`src/design/tccw_pkg.sv`:
```
// Shared types and constants of the text console character writer.
package tccw_pkg;

	localparam int POS_W = 11;
	localparam int CHAR_W = 8;
	localparam int ATTR_W = 8;
	localparam int NIB_W = 4;
	localparam int TAB_W = 5;
	localparam int QUEUE_DEPTH = 4;

	localparam logic [ATTR_W-1:0] ATTR_RESET = 8'h83;
	localparam logic [NIB_W-1:0] NIBBLE_MASK = 4'hf;

	localparam logic [CHAR_W-1:0] CH_TAB = 8'h09;
	localparam logic [CHAR_W-1:0] CH_NEWLINE = 8'h0a;
	localparam logic [CHAR_W-1:0] CH_ZERO = 8'h30;
	localparam logic [CHAR_W-1:0] CH_NINE = 8'h39;
	localparam logic [CHAR_W-1:0] CH_BSLASH = 8'h5c;
	localparam logic [CHAR_W-1:0] CH_UNDERSCORE = 8'h5f;
	localparam logic [CHAR_W-1:0] CH_A_LOWER = 8'h61;
	localparam logic [CHAR_W-1:0] CH_C_LOWER = 8'h63;
	localparam logic [CHAR_W-1:0] CH_I_LOWER = 8'h69;
	localparam logic [CHAR_W-1:0] CH_R_LOWER = 8'h72;

	localparam logic REG_TAB_WIDTH = 1'b0;
	localparam logic REG_SPILL_ENABLE = 1'b1;

	typedef enum logic [1:0] {
		PH_IDLE,
		PH_SLASH,
		PH_BG,
		PH_FG
	} phase_t;

	typedef enum logic [1:0] {
		BK_IDLE,
		BK_TAB_MOD,
		BK_COL_QUO,
		BK_COL_MOD
	} back_state_t;

	typedef enum logic {
		CMD_CHAR,
		CMD_SET
	} cmd_kind_t;

	typedef struct packed {
		cmd_kind_t kind;
		logic [CHAR_W-1:0] ch;
		logic [ATTR_W-1:0] attr;
		logic [POS_W-1:0] pos;
		logic last;
	} cmd_t;

	typedef struct packed {
		logic [TAB_W-1:0] tab_width;
		logic spill_enable;
	} cfg_t;

endpackage

```
`src/design/tccw_front.sv`:
```
// Front end: escape decoding, attribute tracking, command generation.
module tccw_front (
	input  logic                  clk,
	input  logic                  arst_n,
	input  logic                  in_valid,
	output logic                  in_ready,
	input  logic                  op,
	input  logic [7:0]            char_code,
	input  logic                  end_of_message,
	input  logic [10:0]           position,
	input  logic                  q_full,
	output logic                  q_push,
	output tccw_pkg::cmd_t        q_cmd
);
	import tccw_pkg::*;

	phase_t phase_q, phase_d;
	logic [ATTR_W-1:0] cur_attr_q, cur_attr_d;
	logic [ATTR_W-1:0] saved_attr_q, saved_attr_d;
	logic [NIB_W-1:0] pend_bg_q, pend_bg_d;
	logic pend_q;
	cmd_t pend_cmd_q;

	logic accept;
	cmd_t cmd0, cmd1;
	logic [1:0] n_cmd;
	logic [NIB_W-1:0] nib;

	function automatic logic [NIB_W-1:0] hex_nibble(input logic [CHAR_W-1:0] c);
		logic [CHAR_W-1:0] t;
		if (c > CH_NINE)
			t = c - CH_A_LOWER + 8'd10;
		else
			t = c - CH_ZERO;
		return t[NIB_W-1:0];
	endfunction

	assign in_ready = !pend_q && !q_full;
	assign accept = in_valid && in_ready;
	assign nib = hex_nibble(char_code);

	// next state of escape decoder and attributes
	always_comb begin
		phase_d = phase_q;
		cur_attr_d = cur_attr_q;
		saved_attr_d = saved_attr_q;
		pend_bg_d = pend_bg_q;
		if (op) begin
			phase_d = PH_IDLE;
		end else begin
			unique case (phase_q)
				PH_SLASH: begin
					phase_d = PH_IDLE;
					if (char_code == CH_C_LOWER) begin
						if (!end_of_message)
							phase_d = PH_BG;
					end else if (char_code == CH_R_LOWER) begin
						cur_attr_d = saved_attr_q;
					end else if (char_code == CH_I_LOWER) begin
						cur_attr_d = {cur_attr_q[NIB_W-1:0], cur_attr_q[ATTR_W-1:NIB_W]};
					end else if (char_code == CH_BSLASH && !end_of_message) begin
						phase_d = PH_SLASH;
					end
				end
				PH_BG: begin
					if (end_of_message) begin
						phase_d = PH_IDLE;
					end else begin
						pend_bg_d = (char_code == CH_UNDERSCORE) ?
							cur_attr_q[ATTR_W-1:NIB_W] : nib;
						phase_d = PH_FG;
					end
				end
				PH_FG: begin
					saved_attr_d = cur_attr_q;
					cur_attr_d = {pend_bg_q & NIBBLE_MASK,
						(char_code == CH_UNDERSCORE) ? cur_attr_q[NIB_W-1:0] : nib};
					phase_d = PH_IDLE;
				end
				PH_IDLE: begin
					if (char_code == CH_BSLASH && !end_of_message)
						phase_d = PH_SLASH;
				end
				default: phase_d = PH_IDLE;
			endcase
		end
	end

	// commands caused by the item
	always_comb begin
		cmd0 = '{kind: CMD_CHAR, ch: char_code, attr: cur_attr_q, pos: position, last: 1'b1};
		cmd1 = cmd0;
		n_cmd = 2'd0;
		if (op) begin
			cmd0.kind = CMD_SET;
			n_cmd = 2'd1;
		end else begin
			unique case (phase_q)
				PH_SLASH: begin
					if (char_code != CH_C_LOWER && char_code != CH_R_LOWER &&
					    char_code != CH_I_LOWER) begin
						cmd0.ch = CH_BSLASH;
						if (char_code == CH_BSLASH && !end_of_message) begin
							n_cmd = 2'd1;
						end else begin
							cmd0.last = 1'b0;
							n_cmd = 2'd2;
						end
					end
				end
				PH_BG, PH_FG: n_cmd = 2'd0;
				PH_IDLE: begin
					if (!(char_code == CH_BSLASH && !end_of_message))
						n_cmd = 2'd1;
				end
				default: n_cmd = 2'd0;
			endcase
		end
	end

	always_comb begin
		if (pend_q) begin
			q_push = !q_full;
			q_cmd = pend_cmd_q;
		end else begin
			q_push = accept && (n_cmd != 2'd0);
			q_cmd = cmd0;
		end
	end

	always_ff @(posedge clk or negedge arst_n) begin
		if (!arst_n) begin
			phase_q <= PH_IDLE;
			cur_attr_q <= ATTR_RESET;
			saved_attr_q <= '0;
			pend_bg_q <= '0;
			pend_q <= 1'b0;
		end else begin
			if (accept) begin
				phase_q <= phase_d;
				cur_attr_q <= cur_attr_d;
				saved_attr_q <= saved_attr_d;
				pend_bg_q <= pend_bg_d;
			end
			if (pend_q && !q_full)
				pend_q <= 1'b0;
			else if (accept && n_cmd == 2'd2)
				pend_q <= 1'b1;
		end
	end

	always_ff @(posedge clk) begin
		if (accept && n_cmd == 2'd2)
			pend_cmd_q <= cmd1;
	end

endmodule

```
`src/design/tccw_queue.sv`:
```
// Command queue between front end and back end.
module tccw_queue (
	input  logic                  clk,
	input  logic                  arst_n,
	input  logic                  push,
	input  tccw_pkg::cmd_t        push_cmd,
	input  logic                  pop,
	output tccw_pkg::cmd_t        head,
	output logic                  full,
	output logic                  empty
);
	import tccw_pkg::*;

	localparam int PTR_W = $clog2(QUEUE_DEPTH);
	localparam int CNT_W = $clog2(QUEUE_DEPTH + 1);

	cmd_t entry_q [QUEUE_DEPTH];
	logic [PTR_W-1:0] wr_ptr_q, rd_ptr_q;
	logic [CNT_W-1:0] count_q;
	logic do_push, do_pop;

	assign full = (count_q == CNT_W'(QUEUE_DEPTH));
	assign empty = (count_q == '0);
	assign do_push = push && !full;
	assign do_pop = pop && !empty;
	assign head = entry_q[rd_ptr_q];

	function automatic logic [PTR_W-1:0] next_ptr(input logic [PTR_W-1:0] p);
		return (p == PTR_W'(QUEUE_DEPTH - 1)) ? '0 : p + 1'b1;
	endfunction

	always_ff @(posedge clk or negedge arst_n) begin
		if (!arst_n) begin
			wr_ptr_q <= '0;
			rd_ptr_q <= '0;
			count_q <= '0;
		end else begin
			if (do_push)
				wr_ptr_q <= next_ptr(wr_ptr_q);
			if (do_pop)
				rd_ptr_q <= next_ptr(rd_ptr_q);
			if (do_push && !do_pop)
				count_q <= count_q + 1'b1;
			else if (do_pop && !do_push)
				count_q <= count_q - 1'b1;
		end
	end

	always_ff @(posedge clk) begin
		if (do_push)
			entry_q[wr_ptr_q] <= push_cmd;
	end

endmodule

```
`src/design/tccw_div.sv`:
```
// Serial restoring remainder unit, one dividend bit per cycle.
module tccw_div #(
	parameter int DVD_W = 11,
	parameter int DVS_W = 9
) (
	input  logic             clk,
	input  logic             arst_n,
	input  logic             start,
	input  logic [DVD_W-1:0] dividend,
	input  logic [DVS_W-1:0] divisor,
	output logic             busy,
	output logic [DVS_W-1:0] remainder
);
	localparam int CNT_W = $clog2(DVD_W + 1);

	logic busy_q;
	logic [CNT_W-1:0] cnt_q;
	logic [DVD_W-1:0] dvd_q;
	logic [DVS_W-1:0] dvs_q;
	logic [DVS_W-1:0] rem_q;
	logic [DVS_W:0] trial;
	logic [DVS_W:0] diff;

	assign busy = busy_q;
	assign remainder = rem_q;
	assign trial = {rem_q, dvd_q[DVD_W-1]};
	assign diff = trial - {1'b0, dvs_q};

	always_ff @(posedge clk or negedge arst_n) begin
		if (!arst_n) begin
			busy_q <= 1'b0;
			cnt_q <= '0;
		end else if (start) begin
			busy_q <= 1'b1;
			cnt_q <= CNT_W'(DVD_W);
		end else if (busy_q) begin
			cnt_q <= cnt_q - 1'b1;
			if (cnt_q == CNT_W'(1))
				busy_q <= 1'b0;
		end
	end

	always_ff @(posedge clk) begin
		if (start) begin
			dvd_q <= dividend;
			dvs_q <= divisor;
			rem_q <= '0;
		end else if (busy_q) begin
			dvd_q <= {dvd_q[DVD_W-2:0], 1'b0};
			if (trial >= {1'b0, dvs_q})
				rem_q <= diff[DVS_W-1:0];
			else
				rem_q <= trial[DVS_W-1:0];
		end
	end

endmodule

```
`src/design/tccw_back.sv`:
```
// Back end: cursor, column tracking, cell writes and result register.
module tccw_back #(
	parameter int COLUMNS = 80,
	parameter int ROWS = 25
) (
	input  logic                  clk,
	input  logic                  arst_n,
	input  tccw_pkg::cfg_t        cfg,
	input  tccw_pkg::cmd_t        head,
	input  logic                  q_empty,
	output logic                  q_pop,
	output logic                  out_valid,
	input  logic                  out_ready,
	output logic                  write_valid,
	output logic [10:0]           cell_index,
	output logic [7:0]            glyph,
	output logic [7:0]            cell_attribute,
	output logic [10:0]           cursor_position,
	output logic                  spill,
	output logic                  last
);
	import tccw_pkg::*;

	localparam int CELLS = COLUMNS * ROWS;
	localparam int CELL_BITS = $clog2(CELLS + 1);
	localparam int CUR_W = (CELL_BITS > POS_W) ? CELL_BITS : POS_W;
	localparam int SUM_W = CUR_W + 1;
	localparam int COL_W = $clog2(COLUMNS);
	localparam int C_BITS = $clog2(COLUMNS + 1);
	localparam logic [SUM_W-1:0] CELLS_S = SUM_W'(CELLS);
	// reciprocal of COLUMNS, exact for every cursor value
	localparam int REC_S = CUR_W + C_BITS;
	localparam int REC_W = CUR_W + 2;
	localparam int PROD_W = REC_S + CUR_W;
	localparam logic [REC_W-1:0] REC_M = REC_W'(((1 << REC_S) + COLUMNS - 1) / COLUMNS);

	back_state_t state_q, state_d;
	logic [CUR_W-1:0] cursor_q, cursor_d;
	logic [COL_W-1:0] col_q, col_d;
	logic tab_spill_q, tab_last_q;
	logic [CUR_W-1:0] quo_q;

	logic out_valid_q;
	logic wv_q, spill_q, last_q;
	logic [POS_W-1:0] idx_q, curpos_q;
	logic [CHAR_W-1:0] glyph_q;
	logic [ATTR_W-1:0] attr_q;

	logic out_free, take;
	logic emit, e_wv, e_spill, e_last;
	logic [POS_W-1:0] e_idx;
	logic [CHAR_W-1:0] e_glyph;
	logic [ATTR_W-1:0] e_attr;
	logic keep_tab;

	logic div_start, div_busy;
	logic [TAB_W-1:0] div_rem;

	logic [SUM_W-1:0] cur_s, col_s, pos_s, nl_sum, tab_sum;
	logic [TAB_W-1:0] tw_eff;
	logic sp_any, sp_nl;
	logic [PROD_W-1:0] col_prod;
	logic [CUR_W-1:0] col_rem;

	assign out_free = !out_valid_q || out_ready;
	assign take = (state_q == BK_IDLE) && !q_empty && out_free;
	assign q_pop = take;

	assign tw_eff = (cfg.tab_width == '0) ? TAB_W'(1) : cfg.tab_width;
	assign cur_s = SUM_W'(cursor_q);
	assign col_s = SUM_W'(col_q);
	assign pos_s = SUM_W'(head.pos);
	assign nl_sum = cur_s + SUM_W'(COLUMNS) - col_s;
	assign tab_sum = cur_s + SUM_W'(tw_eff) - SUM_W'(div_rem);
	assign sp_any = cfg.spill_enable && (cur_s + 1'b1 >= CELLS_S);
	assign sp_nl = cfg.spill_enable && (cur_s >= CELLS_S - SUM_W'(COLUMNS));
	assign col_prod = PROD_W'(cursor_q) * PROD_W'(REC_M);
	assign col_rem = cursor_q - quo_q * CUR_W'(COLUMNS);

	tccw_div #(
		.DVD_W(COL_W),
		.DVS_W(TAB_W)
	) u_div (
		.clk(clk),
		.arst_n(arst_n),
		.start(div_start),
		.dividend(col_q),
		.divisor(tw_eff),
		.busy(div_busy),
		.remainder(div_rem)
	);

	// next state
	always_comb begin
		state_d = state_q;
		unique case (state_q)
			BK_IDLE: begin
				if (take && head.kind == CMD_SET)
					state_d = BK_COL_QUO;
				else if (take && head.ch == CH_TAB)
					state_d = BK_TAB_MOD;
			end
			BK_TAB_MOD: begin
				if (!div_busy && out_free)
					state_d = BK_COL_QUO;
			end
			BK_COL_QUO: state_d = BK_COL_MOD;
			BK_COL_MOD: state_d = BK_IDLE;
			default: state_d = BK_IDLE;
		endcase
	end

	// datapath and result generation
	always_comb begin
		cursor_d = cursor_q;
		col_d = col_q;
		emit = 1'b0;
		e_wv = 1'b0;
		e_idx = '0;
		e_glyph = '0;
		e_attr = '0;
		e_spill = 1'b0;
		e_last = head.last;
		keep_tab = 1'b0;
		div_start = 1'b0;
		unique case (state_q)
			BK_IDLE: begin
				if (take) begin
					if (head.kind == CMD_SET) begin
						cursor_d = (pos_s > CELLS_S) ? CUR_W'(CELLS) : CUR_W'(head.pos);
						emit = 1'b1;
					end else if (head.ch == CH_NEWLINE) begin
						cursor_d = (nl_sum > CELLS_S) ? CUR_W'(CELLS) : nl_sum[CUR_W-1:0];
						col_d = '0;
						emit = 1'b1;
						e_spill = sp_any || sp_nl;
					end else if (head.ch == CH_TAB) begin
						keep_tab = 1'b1;
						div_start = 1'b1;
					end else begin
						emit = 1'b1;
						e_spill = sp_any;
						if (cur_s < CELLS_S) begin
							e_wv = 1'b1;
							e_idx = cursor_q[POS_W-1:0];
							e_glyph = head.ch;
							e_attr = head.attr;
							cursor_d = cursor_q + 1'b1;
							col_d = (col_q == COL_W'(COLUMNS - 1)) ? '0 : col_q + 1'b1;
						end
					end
				end
			end
			BK_TAB_MOD: begin
				if (!div_busy && out_free) begin
					cursor_d = (tab_sum > CELLS_S) ? CUR_W'(CELLS) : tab_sum[CUR_W-1:0];
					emit = 1'b1;
					e_spill = tab_spill_q;
					e_last = tab_last_q;
				end
			end
			BK_COL_MOD: col_d = col_rem[COL_W-1:0];
			default: ;
		endcase
	end

	always_ff @(posedge clk or negedge arst_n) begin
		if (!arst_n) begin
			state_q <= BK_IDLE;
			cursor_q <= '0;
			col_q <= '0;
			out_valid_q <= 1'b0;
		end else begin
			state_q <= state_d;
			cursor_q <= cursor_d;
			col_q <= col_d;
			if (emit)
				out_valid_q <= 1'b1;
			else if (out_ready)
				out_valid_q <= 1'b0;
		end
	end

	always_ff @(posedge clk) begin
		if (keep_tab) begin
			tab_spill_q <= sp_any;
			tab_last_q <= head.last;
		end
		if (state_q == BK_COL_QUO)
			quo_q <= col_prod[REC_S +: CUR_W];
		if (emit) begin
			wv_q <= e_wv;
			idx_q <= e_idx;
			glyph_q <= e_glyph;
			attr_q <= e_attr;
			curpos_q <= cursor_d[POS_W-1:0];
			spill_q <= e_spill;
			last_q <= e_last;
		end
	end

	assign out_valid = out_valid_q;
	assign write_valid = wv_q;
	assign cell_index = idx_q;
	assign glyph = glyph_q;
	assign cell_attribute = attr_q;
	assign cursor_position = curpos_q;
	assign spill = spill_q;
	assign last = last_q;

endmodule

```
`src/design/text_console_char_writer.sv`:
```
// Top level of the text console character writer: register port, front, queue, back.
// A plain character or newline passes through a queue entry and then the result register.
// One result per cycle while the back is idle and out_ready is high; a two-result item holds in_ready low.
// A tab holds the back in BK_TAB_MOD for the serial tab-stop remainder over the W-bit column
// index (W = 7 by default), then BK_COL_QUO, BK_COL_MOD; a set-cursor item holds it in both.
// Reset: asynchronous, control state to its reset values at once, no clearing pass; data registers are not reset.
module text_console_char_writer #(
	parameter int COLUMNS = 80,
	parameter int ROWS = 25
) (
	input  logic        clk,
	input  logic        arst_n,
	input  logic        psel,
	input  logic        penable,
	input  logic        pwrite,
	input  logic [2:0]  paddr,
	input  logic [31:0] pwdata,
	output logic [31:0] prdata,
	output logic        pready,
	input  logic        in_valid,
	output logic        in_ready,
	input  logic        op,
	input  logic [7:0]  char_code,
	input  logic        end_of_message,
	input  logic [10:0] position,
	output logic        out_valid,
	input  logic        out_ready,
	output logic        write_valid,
	output logic [10:0] cell_index,
	output logic [7:0]  glyph,
	output logic [7:0]  cell_attribute,
	output logic [10:0] cursor_position,
	output logic        spill,
	output logic        last
);
	import tccw_pkg::*;

	cfg_t cfg_q;
	logic reg_sel;
	logic q_full, q_empty, q_push, q_pop;
	cmd_t q_cmd, q_head;

	assign pready = 1'b1;
	assign reg_sel = paddr[2];

	always_ff @(posedge clk or negedge arst_n) begin
		if (!arst_n) begin
			cfg_q.tab_width <= TAB_W'(4);
			cfg_q.spill_enable <= 1'b0;
		end else if (psel && penable && pwrite && pready) begin
			unique case (reg_sel)
				REG_TAB_WIDTH: cfg_q.tab_width <= pwdata[TAB_W-1:0];
				REG_SPILL_ENABLE: cfg_q.spill_enable <= pwdata[0];
				default: ;
			endcase
		end
	end

	always_comb begin
		unique case (reg_sel)
			REG_TAB_WIDTH: prdata = {{(32-TAB_W){1'b0}}, cfg_q.tab_width};
			REG_SPILL_ENABLE: prdata = {31'b0, cfg_q.spill_enable};
			default: prdata = '0;
		endcase
	end

	tccw_front u_front (
		.clk(clk),
		.arst_n(arst_n),
		.in_valid(in_valid),
		.in_ready(in_ready),
		.op(op),
		.char_code(char_code),
		.end_of_message(end_of_message),
		.position(position),
		.q_full(q_full),
		.q_push(q_push),
		.q_cmd(q_cmd)
	);

	tccw_queue u_queue (
		.clk(clk),
		.arst_n(arst_n),
		.push(q_push),
		.push_cmd(q_cmd),
		.pop(q_pop),
		.head(q_head),
		.full(q_full),
		.empty(q_empty)
	);

	tccw_back #(
		.COLUMNS(COLUMNS),
		.ROWS(ROWS)
	) u_back (
		.clk(clk),
		.arst_n(arst_n),
		.cfg(cfg_q),
		.head(q_head),
		.q_empty(q_empty),
		.q_pop(q_pop),
		.out_valid(out_valid),
		.out_ready(out_ready),
		.write_valid(write_valid),
		.cell_index(cell_index),
		.glyph(glyph),
		.cell_attribute(cell_attribute),
		.cursor_position(cursor_position),
		.spill(spill),
		.last(last)
	);

endmodule
```
`config.mk`:
```
export PLATFORM = sky130hd
export DESIGN_NAME = text_console_char_writer
export DESIGN_NICKNAME = d
export VERILOG_FILES = /design/src/design/tccw_pkg.sv /design/src/design/tccw_front.sv /design/src/design/tccw_queue.sv /design/src/design/tccw_div.sv /design/src/design/tccw_back.sv /design/src/design/text_console_char_writer.sv
export SDC_FILE = /design/constraint.sdc
export NUM_CORES = 1
export LEC_CHECK = 0
export BUFFER_PORTS_ARGS = -buffer_cell sky130_fd_sc_hd__clkbuf_2
export CORE_ASPECT_RATIO = 0.6
export CORE_MARGIN = 4
export CORE_UTILIZATION = 55
export DETAILED_ROUTE_END_ITERATION = 8
export PLACE_DENSITY = 0.82
export SYNTH_ARGS = -nofsm -noshare
export SYNTH_HDL_FRONTEND = slang
export SYNTH_HIERARCHICAL = 1
export SYNTH_SLANG_ARGS = --single-unit
```
`constraint.sdc`:
```
create_clock -name clk -period 5.7 [get_ports clk]
set_input_delay 1.14 -clock clk [delete_from_list [all_inputs] [get_ports clk]]
set_output_delay 1.14 -clock clk [all_outputs]
set_load 0.01 [all_outputs]
```
After elaboration in Yosys (flattened, before gate mapping)
Memories as Yosys holds them, arrays and structs flattened.
Cells that the tools add are included.
{ "op_classes": {"n_reduce_logical": 54, "n_addsub": 17, "muxes": 92, "n_bitwise": 6, "n_eq_ne": 32, "magnitude_cmp": 8, "n_mul": 2} }
{ "ops": {"columns": ["cell", "count"], "rows": [
  ["2-to-1 mux 11 bit", 9],
  ["case mux 32 bit (2 select lines)", 1],
  ["2-to-1 mux 7 bit", 8],
  ["2-to-1 mux 8 bit", 6],
  ["== test 8 x 7 -> 1 bit, second input constant", 5],
  ["2-to-1 mux 1 bit", 35],
  ["2-to-1 mux 2 bit", 15],
  ["2-to-1 mux 29 bit", 1],
  ["greater-than comparator 12 x 11 -> 1 bit, second input constant", 2],
  ["inequality test 8 x 7 -> 1 bit, second input constant", 3],
  ["multiplier 11 x 12 -> 23 bit, second input constant", 1],
  ["case mux 11 bit (2 select lines)", 1],
  ["logical AND 1 bit", 21],
  ["== test 8 x 4 -> 1 bit, second input constant", 2],
  ["case mux 2 bit (4 select lines)", 2],
  ["case mux 8 bit (2 select lines)", 1],
  ["== test 2 bit, second input constant", 7],
  ["case mux 7 bit (2 select lines)", 1],
  ["nonzero test 2 bit", 7],
  ["adder 11 x 1 -> 12 bit, second input constant", 1],
  ["adder 11 x 5 -> 12 bit", 1],
  ["adder 11 x 7 -> 12 bit, second input constant", 1],
  [">= comparator 12 x 11 -> 1 bit, second input constant", 1],
  ["2-to-1 mux 3 bit", 4],
  ["44 further kinds", 75]
]} }
{ "word_totals": {"reg_bits": 153, "output_inout_bits": 76, "mem_count": 1, "input_bits": 63, "word_cells": 245, "mem_bits_rw": 116} }
{ "mem_list": {"columns": ["name", "depth", "width", "read_ports", "rd_clocked_by_memory_dff", "wr", "line", "text"], "rows": [
  ["u_queue.entry_q", 4, 29, 1, 0, 1, "tccw_queue.sv:17", "cmd_t entry_q [QUEUE_DEPTH];"]
]} }

Logic depth before layout (Yosys ltp)
{ "logic_depth": {"word_depth": 14, "ltp_mapped": 18} }

Modules after synthesis
The synthesis kept the hierarchy.
{ "by_module_without_submodules": {"columns": ["mod", "area_each_um2", "n_inst", "cells_per_inst"], "rows": [
  ["tccw_back", 6851.6, 1, 710],
  ["tccw_queue", 4618.2, 1, 188],
  ["tccw_front", 2692.6, 1, 220],
  ["tccw_div", 1091.0, 1, 90],
  ["text_console_char_writer", 513.0, 1, 49]
]} }

Worst setup path before layout
OpenSTA, ideal clock, no wires.
{ "synth_path": {"kind": "register to register", "from": "register u_back.cursor_q[5]", "to": "register u_back.quo_q[2] (data pin)", "arrival_ps": 4521, "stages_incl_launch_ff": 16, "t_required_ps": 5440, "path_slack_ps": 919, "synth_period_minus_slack_ps": 4781, "n_path_buf": 0, "path_cell_list": "dfrtp_1 > inv_1 > ha_1 > inv_1 > fa_1 > fa_1 > fa_1 > fa_1 > ha_1 > a21o_1 > a21o_1 > a2111oi_0 > o2111ai_1 > a31o_2 > a21oi_1 > xnor2_1"} }
{ "synth_between": {"elab_chain_len": 1} }
{ "synth_lines": {"columns": ["element", "line", "text"], "rows": [
  ["start, declared", "tccw_back.sv:38", "logic [CUR_W-1:0] cursor_q, cursor_d;"],
  ["start signal, assigned", "tccw_back.sv:175", "cursor_q <= cursor_d;"],
  ["multiplier 11 x 12 -> 23 bit", "tccw_back.sv:77", "assign col_prod = PROD_W'(cursor_q) * PROD_W'(REC_M);"],
  ["named net u_back.col_prod[20]", "tccw_back.sv:62", "logic [PROD_W-1:0] col_prod;"],
  ["end signal, assigned", "tccw_back.sv:190", "quo_q <= col_prod[REC_S +: CUR_W];"],
  ["end, declared", "tccw_back.sv:41", "logic [CUR_W-1:0] quo_q;"]
]} }
The timed path passes the listed nets, and every way through them passes these cells.
A chain may end at the register's enable or synchronous reset.

Worst setup path in the final report
{ "layout_path": {"from": "register u_back.cursor_q[6]", "to": "register u_back.quo_q[2] (data pin)"} }
The elaborated chain is that of the path after synthesis.

==> impl_metrics.py <==
metrics = {
    "global_routing": {
        "overflow": 0,
        "grt_pass1_wl_mm": 62.1,
        "grt_pass1_vias": 10500,
        "antenna_found_initial": 1,
        "grt_max_degree": 62,
        "grt.total_usage_pct": 25.4,
    },
    "floorplan": {
        "core_area_um2": 27900,
        "initial_core_util_pct": 56.6,
        "die_h_um": 139,
        "pin_count": 139,
        "placementRows": 47,
        "die_area_um2": 31500,
        "fp.dieW_um": 227,
    },
    "clock_network": {
        "cts_buffers": 26,
        "ctsResizeCount": 0,
        "clk_pin_slew_ps": 70,
        "cts.sink_count": 267,
        "cts.path.max_buffers": 3,
        "clk_latency_ps": 550,
        "cts_root_buf": "clkbuf_16",
        "htree_num_levels": 1,
        "cts_tree": "yes",
        "cts_setup_buffers": 0,
        "hold_buffers": 0,
    },
    "final_layout": {
        "drive_gt1_share_pct": 20.2,
        "multi_input_area_um2": 7330,
        "area_delta_synth_final_pct": 10.3,
        "final_util_pct": 62.4,
        "nFillCells": 2111,
        "diodes": 0,
        "mostFrequentLayoutCells": "201 x edfxtp_1, 125 x inv_1, 115 x ha_1",
        "layout_commonest_cell": "edfxtp_1",
        "regArea_um2": 7670,
        "fin_nets": 1577,
    },
    "hold_path": {
        "hold_class": "reg -> reg",
        "hold-path-endpoint": "u_front/pend_bg_q[3]$_DFFE_PN0P_",
        "hold-path-cell-count": 2,
        "min_from": "u_front/pend_bg_q[3]$_DFFE_PN0P_",
    },
    "yosys": {
        "seq_area_frac_synth_pct": 48.6,
        "synth-edff-count": 201,
        "yosysWarnings": 6,
        "synth_cell_types": 105,
        "synthCells": 1257,
        "ys.flop_type": "edfxtp_1",
        "mappedNetlistArea_um2": 15800,
        "async_flop_share_pct": 22.8,
        "synth_area_per_cell_um2": 12.5,
        "synth.ff_latch_count": 267,
    },
    "outcome": {
        "outcome": "complete, no violations",
    },
    "setup_path": {
        "cp.arrival_ps": 5560,
        "critical-path-slowest-cell": "dfrtp_1",
        "critical_path_required_ps": 5990,
        "timing.rr.start": "u_back/cursor_q[6]$_DFF_PN0_",
        "crit_path_start_kind": "register",
        "crit_type": "reg -> reg",
        "crit_fanout": 7,
        "ff2ff_setup_slack_ps": 440,
        "worstPathCellList": "inv_1 > ha_1 > inv_1 > ha_1 > or2_2 > inv_1 > fa_1 > inv_1 > fa_1 > ha_1 > ha_1 > a21o_1 > a21o_1 > a2111oi_0 > buf_4 > o2111ai_1 > a31o_2 > a21oi_1 > xnor2_1",
        "slowest_delay_ps": 530,
        "end_kind": "register",
        "r2r-end": "u_back/quo_q[2]$_DFFE_PP_",
        "ff2ff_path_depth": 19,
    },
    "placed_design": {
        "dpl.hpwl_mm": 29.3,
        "place.gp.congestion": 0.988,
        "dp_slack_ps": 490,
        "port_buffers": 81,
    },
    "timing": {
        "finalSetupTns_ps": 0,
        "fin_crit_sh_pct": 92.4,
        "tightest_slew_ps": 1190,
        "hold_violations": 0,
        "max-slew-margin-rel_pct": 20.7,
        "fin_worst_skew_ps": 29.1,
        "setup-violations-final": 0,
        "rsz0062_at_grt": "false",
        "holdWs_ps": 485,
        "max_freq_mhz": 190,
        "fin_crit_ps": 5260,
        "layout_setup_ws_ps": 436,
        "slew_violations": 0,
    },
    "detailed_routing": {
        "wl_per_cell_um": 22.9,
        "first_pass_iters": 6,
        "routed_via_density": 6.15,
        "vias": 10700,
        "antenna_left": 0,
        "drt_iter0_drc": 1458,
        "wirelength_mm": 39.9,
        "drc": 0,
    },
    "job": {
        "cap_viol_max_count": 0,
    },
}
[Yosys cell counts, types with 29 or more instances]
master / number / area, um^2
ha_1: 115 / 1440
nand2_1: 62 / 233
nor2_1: 59 / 221
inv_1: 125 / 469
edfxtp_1: 201 / 6040
fa_1: 40 / 801
dfrtp_1: 57 / 1430
mux4_2: 29 / 653
xnor2_1: 29 / 254
o21ai_0: 44 / 220
buf_4: 32 / 240
a21oi_1: 41 / 205
mux2_2: 35 / 394
[per-stage QoR]
| step | std cells | cell area (um^2) |
|---|---|---|
| floorplan | 1283 | 15900 |
| global placement | 1698 | 16600 |
| detailed placement | 1698 | 16600 |
| CTS | 1745 | 17400 |
| global route | 1745 | 17400 |
| finish | 1745 | 17400 |
[sequential cells by signal, summed over array words and instances, names as in the netlist, 6 cells and up]
register	cells
u_back/col_q	7
u_queue/entry_q	116
u_back/u_div/dvd_q	7
u_back/glyph	8
u_front/saved_attr_q	8
cfg_q	6
u_front/cur_attr_q	8
u_back/cursor_position	11
u_back/cell_attribute	8
u_back/cursor_q	11
u_front/pend_cmd_q	27
u_back/cell_index	11
[worst max-delay path: cells and delay by family (launching register included)]
family	cells	cell delay, ps
AND/OR/NAND/NOR	1	320
flip-flops	1	530
adder cells (fa/ha/maj)	6	1990
buffers and inverters	5	650
XOR/XNOR	1	110
AO/OA/AOI/OAI	6	1410
[final cells by class]
class | count | area share, %
clock buffers | 38 | 4.18
clock inverters | 9 | 0.496
inverters | 128 | 2.76
multi-input cells | 823 | 42.1
flip-flops and latches | 267 | 44.1
well taps | 367 | 2.64
repair buffers | 113 | 3.71
[cells by family after synthesis]
group | Yosys count | share of synthesized area [%]
AO/OA/AOI/OAI | 235 | 11.1
AND/OR/NAND/NOR | 282 | 10.0
other | 2 | 0.0476
XOR/XNOR | 39 | 2.29
adder cells (fa/ha/maj) | 155 | 14.2
buffers and inverters | 193 | 5.56
flip-flops | 267 | 48.6
multiplexers | 84 | 8.14
[routing by layer]
| metal | track usage [%] | vias to the layer above | share of wire (%) |
|---|---|---|---|
| met5 | 1.84 | - | 0.21 |
| met4 | 3.43 | 2 | 1.3 |
| met3 | 8.69 | 50 | 12 |
| met2 | 34.7 | 563 | 41 |
| met1 | 40.3 | 5328 | 45 |
| li1 | - | 4785 | - |
[worst max-delay path by stage]
stage,start,endpoint,slack (ps)
2_1_floorplan,u_back/cursor_q[5]$_DFF_PN0_,u_back/quo_q[2]$_DFFE_PP_,920
3_3_place_gp,u_back/cursor_q[6]$_DFF_PN0_,u_back/quo_q[2]$_DFFE_PP_,490
3_5_place_dp,u_back/cursor_q[6]$_DFF_PN0_,u_back/quo_q[2]$_DFFE_PP_,490
4_1_cts,u_back/cursor_q[6]$_DFF_PN0_,u_back/quo_q[2]$_DFFE_PP_,460
5_1_grt,u_back/cursor_q[6]$_DFF_PN0_,u_back/quo_q[2]$_DFFE_PP_,140
6_report,u_back/cursor_q[6]$_DFF_PN0_,u_back/quo_q[2]$_DFFE_PP_,440
Power is not shown: default switching activity piles up to over one toggle a cycle in this logic, so the estimate is an artifact.
